[src/hw/rtl/efq_pkg.sv]
`default_nettype none
package efq_pkg;

  localparam int unsigned SampleWidth = 24;           // sample width, 17..32
  localparam int unsigned MaxChannels = 64;           // error registers, 1..64
  localparam int unsigned ErrWidth    = SampleWidth + 1;
  localparam int unsigned FracBits    = SampleWidth - 2;
  localparam int unsigned PcmWidth    = 16;
  localparam int unsigned CntWidth    = 7;            // channel_count register
  localparam int unsigned ChanWidth   = (MaxChannels > 1) ? $clog2(MaxChannels) : 1;
  localparam int unsigned CfgIdxWidth = 1;
  localparam int unsigned CfgDataWidth = CntWidth;

  localparam int unsigned InDataWidth  = ((SampleWidth + 7) / 8) * 8;
  localparam int unsigned OutDataWidth = ((PcmWidth + 2 * SampleWidth + 7) / 8) * 8;

  typedef enum logic [CfgIdxWidth-1:0] {
    CfgSixteenBit = 1'b0,
    CfgChanCount  = 1'b1
  } cfg_idx_e;

  typedef logic signed [SampleWidth-1:0] sample_t;
  typedef logic signed [ErrWidth-1:0]    err_t;

  typedef struct packed {
    logic [PcmWidth-1:0] code;
    err_t                err;
    logic                sat;
  } quant_res_t;

endpackage
`default_nettype wire

[src/hw/rtl/efq_ram.sv]
`default_nettype none
module efq_ram #(
  parameter int unsigned Width = 8,
  parameter int unsigned Depth = 16
) (
  input  wire logic                                     clk_i,
  input  wire logic                                     we_i,
  input  wire logic [((Depth > 1) ? $clog2(Depth) : 1)-1:0] waddr_i,
  input  wire logic [Width-1:0]                         wdata_i,
  input  wire logic                                     re_i,
  input  wire logic [((Depth > 1) ? $clog2(Depth) : 1)-1:0] raddr_i,
  output logic      [Width-1:0]                         rdata_o
);

  logic [Width-1:0] mem [Depth];
  logic [Width-1:0] rdata_q;

  always_ff @(posedge clk_i) begin
    if (we_i) begin
      mem[waddr_i] <= wdata_i;
    end
    if (re_i) begin
      rdata_q <= mem[raddr_i];
    end
  end

  assign rdata_o = rdata_q;

endmodule
`default_nettype wire

[src/hw/rtl/efq_quant.sv]
`default_nettype none
module efq_quant
  import efq_pkg::*;
(
  input  wire sample_t    sample_i,
  input  wire err_t       err_i,
  input  wire logic       sixteen_i,
  output quant_res_t      res_o
);

  localparam int unsigned CW  = SampleWidth + 2;   // corrected value
  localparam int unsigned DW  = CW + 1;            // new error before saturation
  localparam int unsigned K16 = FracBits - 15;
  localparam int unsigned K8  = FracBits - 7;
  localparam int unsigned KW  = $clog2(K8 + 1);

  localparam logic signed [CW-1:0] Top16 = CW'(32767);
  localparam logic signed [CW-1:0] Bot16 = -CW'(32768);
  localparam logic signed [CW-1:0] Top8  = CW'(127);
  localparam logic signed [CW-1:0] Bot8  = -CW'(128);
  localparam logic signed [DW-1:0] EMax  = DW'((64'd1 << SampleWidth) - 64'd1);
  localparam logic signed [DW-1:0] EMin  = -EMax - DW'(1);

  logic signed [CW-1:0] corr;
  logic        [KW-1:0] k;
  logic signed [CW-1:0] top, bot, top_s, bot_s;
  logic        [CW-1:0] frac_mask;
  logic signed [CW-1:0] q_trunc, q_sel, q_val;
  logic                 hi, lo;
  logic signed [DW-1:0] err_full;

  always_comb begin
    corr = CW'(sample_i) - CW'(err_i);
    k    = sixteen_i ? KW'(K16) : KW'(K8);
    top  = sixteen_i ? Top16 : Top8;
    bot  = sixteen_i ? Bot16 : Bot8;
    top_s = top <<< k;
    bot_s = bot <<< k;
    hi = corr > top_s;
    lo = corr < bot_s;

    // truncate toward zero: floor shift, then bump negatives with a remainder
    frac_mask = (CW'(1) << k) - CW'(1);
    q_trunc   = (corr >>> k)
              + $signed(CW'(corr[CW-1] && ((corr & frac_mask) != '0)));

    priority if (hi) begin
      q_sel = top;
    end else if (lo) begin
      q_sel = bot;
    end else begin
      q_sel = q_trunc;
    end
    q_val = q_sel <<< k;

    err_full = DW'(q_val) - DW'(corr);
    priority if (err_full > EMax) begin
      res_o.err = ErrWidth'(EMax);
    end else if (err_full < EMin) begin
      res_o.err = ErrWidth'(EMin);
    end else begin
      res_o.err = err_full[ErrWidth-1:0];
    end

    res_o.sat  = hi | lo;
    res_o.code = sixteen_i ? q_sel[PcmWidth-1:0]
                           : {8'h00, q_sel[7:0] ^ 8'h80};
  end

endmodule
`default_nettype wire

[src/hw/rtl/error_feedback_pcm_quantizer_unit.sv]
`default_nettype none
// Pipeline: the input register loads at the input accept edge, the result register when
//   the result slot is free; m_axis_tvalid then shows the result.
// Throughput: one item per clock unless the result stalls; the channel error table is
//   read from its RAM at accept time, ahead of use, with a bypass for the item just ahead.
// Reset: clears channel counter, clip flag, extremes, config (16-bit mode, one channel)
//   and the per-channel valid bits, so every channel error reads as zero; no clearing pass.
module error_feedback_pcm_quantizer_unit
  import efq_pkg::*;
(
  input  wire logic                    clk_i,
  input  wire logic                    rst_ni,
  // input items
  input  wire logic                    s_axis_tvalid,
  output logic                         s_axis_tready,
  input  wire logic [InDataWidth-1:0]  s_axis_tdata,   // sample_in
  input  wire logic                    s_axis_tuser,   // clear_clip_first
  // result items
  output logic                         m_axis_tvalid,
  input  wire logic                    m_axis_tready,
  output logic [OutDataWidth-1:0]      m_axis_tdata,   // pcm_code, min_seen, max_seen
  output logic                         m_axis_tuser,   // clip_sticky
  output logic                         m_axis_tlast,   // frame_last
  // configuration
  input  wire logic                    cfg_we_i,
  input  wire logic [CfgIdxWidth-1:0]  cfg_index_i,
  input  wire logic [CfgDataWidth-1:0] cfg_data_i
);

  // config registers
  logic                sixteen_q;
  logic [CntWidth-1:0] count_q;
  logic [CntWidth-1:0] count_eff;

  always_ff @(posedge clk_i or negedge rst_ni) begin
    if (!rst_ni) begin
      sixteen_q <= 1'b1;
      count_q   <= CntWidth'(1);
    end else if (cfg_we_i) begin
      unique case (cfg_idx_e'(cfg_index_i))
        CfgSixteenBit: sixteen_q <= cfg_data_i[0];
        CfgChanCount:  count_q   <= cfg_data_i[CntWidth-1:0];
        default: ;
      endcase
    end
  end

  // zero means one channel, anything above the table size saturates
  always_comb begin
    priority if (count_q == '0) begin
      count_eff = CntWidth'(1);
    end else if (count_q > CntWidth'(MaxChannels)) begin
      count_eff = CntWidth'(MaxChannels);
    end else begin
      count_eff = count_q;
    end
  end

  // handshake / pipeline control
  logic s1_valid_q, out_valid_q;
  logic s1_adv, in_acc;

  assign s1_adv        = s1_valid_q && (!out_valid_q || m_axis_tready);
  assign s_axis_tready = !s1_valid_q || s1_adv;
  assign in_acc        = s_axis_tvalid && s_axis_tready;

  // channel counter
  logic [ChanWidth-1:0] chan_q;
  logic                 last_d;

  assign last_d = (CntWidth'(chan_q) + CntWidth'(1)) >= count_eff;

  always_ff @(posedge clk_i or negedge rst_ni) begin
    if (!rst_ni) begin
      chan_q <= '0;
    end else if (in_acc) begin
      chan_q <= last_d ? '0 : chan_q + ChanWidth'(1);
    end
  end

  // input register
  sample_t              s1_sample_q;
  logic                 s1_clr_q;
  logic                 s1_last_q;
  logic [ChanWidth-1:0] s1_idx_q;
  logic                 s1_fwd_q;
  err_t                 s1_fwd_err_q;
  logic                 s1_err_vld_q;
  logic [MaxChannels-1:0] err_vld_q;

  quant_res_t qres;
  err_t       ram_rdata;
  err_t       err_use;

  always_ff @(posedge clk_i or negedge rst_ni) begin
    if (!rst_ni) begin
      s1_valid_q <= 1'b0;
    end else if (s_axis_tready) begin
      s1_valid_q <= s_axis_tvalid;
    end
  end

  always_ff @(posedge clk_i) begin
    if (in_acc) begin
      s1_sample_q  <= s_axis_tdata[SampleWidth-1:0];
      s1_clr_q     <= s_axis_tuser;
      s1_last_q    <= last_d;
      s1_idx_q     <= chan_q;
      s1_err_vld_q <= err_vld_q[chan_q];
      // the item ahead writes its error at this same edge: take it directly
      s1_fwd_q     <= s1_adv && (s1_idx_q == chan_q);
      s1_fwd_err_q <= qres.err;
    end
  end

  // error table, valid bit per channel stands in for the reset clear
  always_ff @(posedge clk_i or negedge rst_ni) begin
    if (!rst_ni) begin
      err_vld_q <= '0;
    end else if (s1_adv) begin
      err_vld_q[s1_idx_q] <= 1'b1;
    end
  end

  efq_ram #(
    .Width (ErrWidth),
    .Depth (MaxChannels)
  ) u_err_ram (
    .clk_i   (clk_i),
    .we_i    (s1_adv),
    .waddr_i (s1_idx_q),
    .wdata_i (qres.err),
    .re_i    (in_acc),
    .raddr_i (chan_q),
    .rdata_o (ram_rdata)
  );

  always_comb begin
    priority if (s1_fwd_q) begin
      err_use = s1_fwd_err_q;
    end else if (s1_err_vld_q) begin
      err_use = ram_rdata;
    end else begin
      err_use = '0;
    end
  end

  efq_quant u_quant (
    .sample_i  (s1_sample_q),
    .err_i     (err_use),
    .sixteen_i (sixteen_q),
    .res_o     (qres)
  );

  // result register; clip and extremes are block state that the result shows directly
  logic [PcmWidth-1:0] code_q;
  logic                last_q;
  logic                clip_q;
  sample_t             min_q, max_q;
  logic                ext_vld_q;

  always_ff @(posedge clk_i or negedge rst_ni) begin
    if (!rst_ni) begin
      out_valid_q <= 1'b0;
      clip_q      <= 1'b0;
      min_q       <= '0;
      max_q       <= '0;
      ext_vld_q   <= 1'b0;
    end else begin
      if (s1_adv) begin
        out_valid_q <= 1'b1;
      end else if (m_axis_tready) begin
        out_valid_q <= 1'b0;
      end
      if (s1_adv) begin
        clip_q    <= (clip_q && !s1_clr_q) || qres.sat;
        ext_vld_q <= 1'b1;
        if (!ext_vld_q || (s1_sample_q < min_q)) begin
          min_q <= s1_sample_q;
        end
        if (!ext_vld_q || (s1_sample_q > max_q)) begin
          max_q <= s1_sample_q;
        end
      end
    end
  end

  always_ff @(posedge clk_i) begin
    if (s1_adv) begin
      code_q <= qres.code;
      last_q <= s1_last_q;
    end
  end

  assign m_axis_tvalid = out_valid_q;
  assign m_axis_tdata  = OutDataWidth'({max_q, min_q, code_q});
  assign m_axis_tuser  = clip_q;
  assign m_axis_tlast  = last_q;

endmodule
`default_nettype wire

[config.mk]
export PLATFORM = sky130hd
export DESIGN_NAME = error_feedback_pcm_quantizer_unit
export DESIGN_NICKNAME = d
export VERILOG_FILES = /design/src/hw/rtl/efq_pkg.sv /design/src/hw/rtl/efq_ram.sv /design/src/hw/rtl/efq_quant.sv /design/src/hw/rtl/error_feedback_pcm_quantizer_unit.sv
export SDC_FILE = /design/constraint.sdc
export NUM_CORES = 2
export LEC_CHECK = 0
export ABC_AREA = 1
export BUFFER_PORTS_ARGS = -buffer_cell sky130_fd_sc_hd__buf_2
export CORE_MARGIN = 3
export CORE_UTILIZATION = 45
export DETAILED_ROUTE_END_ITERATION = 8
export HOLD_SLACK_MARGIN = 0.02
export PLACE_DENSITY = 0.66
export SYNTH_ARGS = -nofsm -noshare
export SYNTH_HDL_FRONTEND = slang
export SYNTH_SLANG_ARGS = --single-unit
[constraint.sdc]
create_clock -name clk_i -period 13.91 [get_ports clk_i]
set_input_delay 1.391 -clock clk_i [delete_from_list [all_inputs] [get_ports clk_i]]
set_output_delay 1.391 -clock clk_i [all_outputs]
set_load 0.005 [all_outputs]
==> impl_metrics.tcl <==
set metrics [dict create \
    hold_violations 0 \
    r2r_end "u_err_ram.mem[22][14]$_DFFE_PP_" \
    ys_seq_area_share_pct 70.5 \
    end_kind "register" \
    routed_wl_um 228000 \
    post_cts_resized 0 \
    yosysWarningCount 0 \
    whs_path_depth 0 \
    post_drt_wl_per_cell_um 25.9 \
    cts_root_buf "clkbuf_16" \
    drv_slew 0 \
    hold_path_end "m_axis_tlast$_DFFE_PP_" \
    clk_pin_slew_worst_paths_ns 0.06 \
    dieArea_um2 176000 \
    ys.flop_type "edfxtp_1" \
    firstDrtPassIters 8 \
    drv_cap 0 \
    fin_crit_ns 9.17 \
    status "complete, no violations" \
    hold_buffers 0 \
    netlist_instances 6441 \
    cts_sinks 1831 \
    drc 0 \
    setup_violations 0 \
    core_area_um2 170000 \
    clk_path_buf_depth 3 \
    layout.nets 6604 \
    grt-ovfl-total 0 \
    antenna_found_initial 7 \
    synth_nets 6592 \
    fin_tns_setup_ns 0 \
    synth.avg_cell_area_um2 12.0 \
    drt-initial-drc-count 7404 \
    slew_headroom_pct 20.3 \
    required_ns 14.50 \
    grt_max_degree 192 \
    numCtsBuffers 179 \
    ys_types 56 \
    layout_common_cells "edfxtp_1, nor2_1, o21ai_0, nand2_1, nand3_1" \
    drtAntennaViolNets 0 \
    port_buffers 105 \
    ioPinCount 106 \
    min-delay-path-class "register to register" \
    fp-row-count 151 \
    place_hpwl_um 129000 \
    tightest_slew_ns 1.19 \
    syn_area_um2 77000 \
    critPathMaxStageDelay_ns 0.99 \
    synth_edf_count 1701 \
    timing.rr.start "s1_fwd_q$_DFFE_PP_" \
    h-tree-depth 4 \
    worstHoldStart "s1_last_q$_DFFE_PP_" \
    vias 53700 \
    ys_ff_latch 1831 \
    r2r_cells 43 \
    via_per_inst 6.08 \
    post_cts_buffers 0 \
    async_flop_share_pct 7.10 \
    grt_first_pass_wirelength_um 334000 \
    worst_setup_path_start_kind "register" \
    finalClockSkew_ns 0.0331 \
    crit_top_cell "nand2_1" \
    start_util_pct 45.4 \
    cts_tree "built" \
    fmax_ghz 0.109 \
    r2r_setup_slack_ns 4.74 \
    first_global_vias 49800 \
    nFillCells 14400 \
    clk_latency_ns 0.84 \
    critPathKind "register to register" \
    crit_slowest_cell "nand2_2" \
    layout-drive-gt1-share_pct 10.1 \
    die_w_um 420 \
    rsz0062_at_grt "false" \
    grtUsageTotal_pct 25.6 \
    crit_arrival_ns 9.75 \
    areaGrowthSynthToFinish_pct 11.3 \
    fp.dieH_um 420 \
    routabilityCongestion 0.919 \
    path_max_fanout 33 \
    fin_crit_sh_pct 65.9 \
    final_common_cell "edfxtp_1" \
]
-- worst max-delay path: cells and delay by family (launching register included) --
family / cells / cell delay (ns)
buffers and inverters: 6 / 1.22
flip-flops: 1 / 0.76
adder cells (fa/ha/maj): 6 / 1.54
AND/OR/NAND/NOR: 24 / 3.92
AO/OA/AOI/OAI: 7 / 1.41
-- layer usage --
| layer | up-vias | wire length (µm) | share of wire, % | global-route usage (%) |
|---|---|---|---|---|
| li1 | 23700 | - | - | - |
| met2 | 2901 | 105000 | 46 | 40.2 |
| met4 | 0 | 9080 | 4.0 | 9.81 |
| met3 | 402 | 23100 | 10 | 4.86 |
| met1 | 26700 | 91000 | 40 | 35.4 |
| met5 | - | 0 | 0 | 0 |
-- cells by family (layout without fill, tap and decap cells) --
kind of cell               after synthesis  in the layout  share of synthesized area (%)
adders and majority gates              113            113                           1.85
AOI/OAI and AO/OA                     1610           1610                           12.1
buffers and inverters                  652            816                           3.24
xor gates and xnor gates                21             21                          0.249
DFF                                   1831           1831                           70.5
muxes                                    3              3                         0.0439
and+or+nand+nor                       2211           2211                           12.0
other                                    0              4                              0
-- worst max path at each step --
stage                       startpoint                              end  slack (ns)  cells after the start
global route        s1_fwd_q$_DFFE_PP_  u_err_ram.mem[25][14]$_DFFE_PP_        3.98                     45
finish              s1_fwd_q$_DFFE_PP_  u_err_ram.mem[22][14]$_DFFE_PP_        4.74                     43
detailed placement  s1_fwd_q$_DFFE_PP_       s1_fwd_err_q[14]$_DFFE_PP_        5.05                     43
floorplan           s1_fwd_q$_DFFE_PP_       s1_fwd_err_q[20]$_DFFE_PP_        6.70                     42
CTS                 s1_fwd_q$_DFFE_PP_  u_err_ram.mem[25][14]$_DFFE_PP_        4.99                     43
global placement    s1_fwd_q$_DFFE_PP_       s1_fwd_err_q[14]$_DFFE_PP_        5.08                     43
-- metrics by stage --
step / setup WS [ns] / std cells / utilization [%] / instance area (µm²) / hold WS [ns]
CTS: 4.99 / 8823 / 50.5 / 85800 / 0.457
detailed placement: 5.05 / 8490 / 47.2 / 80100 / 0.445
global placement: 5.08 / 8490 / 47.2 / 80100 / 0.438
floorplan: 6.70 / 6441 / - / 77000 / 0.400
finish: 4.74 / 8827 / 50.6 / 85800 / 0.451
global route: 3.98 / 8824 / 50.5 / 85800 / 0.474
-- layout make-up --
type                       instances  area [µm²]  area share (%)
antenna                            4        10.0          0.0117
clock buffer                     229        4720            5.50
clock inverter                   104         915            1.07
inverter                         256         983            1.15
multi-input combinational       3958       20500            23.9
sequential                      1831       54300            63.4
tap                             2218        2780            3.24
timing repair buffer             227        1500            1.75
-- registers in the layout (all words and copies together) (netlist names) --
signal / count
min_q: 24
s1_fwd_err_q: 25
u_err_ram.rdata_o: 25
s1_fwd_q: 1
s1_clr_q: 1
sixteen_q: 1
max_q: 24
ext_vld_q: 1
s1_valid_q: 1
count_q: 7
m_axis_tlast: 1
s1_idx_q: 6
s1_err_vld_q: 1
err_vld_q: 64
s1_sample_q: 24
m_axis_tuser: 1
code_q: 16
m_axis_tvalid: 1
u_err_ram.mem: 1600
s1_last_q: 1
chan_q: 6
-- synth_stat cells (24+ instances only) --
cell      instances  area, µm²
a22oi_1          24        180
nor2_1         1006       3780
nand2_1         725       2720
o221ai_1        156       1370
dfrtp_1         128       3200
o211ai_1         51        383
inv_1           240        901
o22ai_1         250       1560
nand4_1         118        738
edfxtp_1       1701      51100
a21oi_1         159        796
nand3_1         260       1300
buf_1            32        120
o21ai_0         912       4560
ha_1            112       1400
or2_2            37        231
clkbuf_1        345       1290
Power is left out: the tool's default activity adds up to more than one toggle a clock period on the data nets, which glitch-free logic cannot reach.
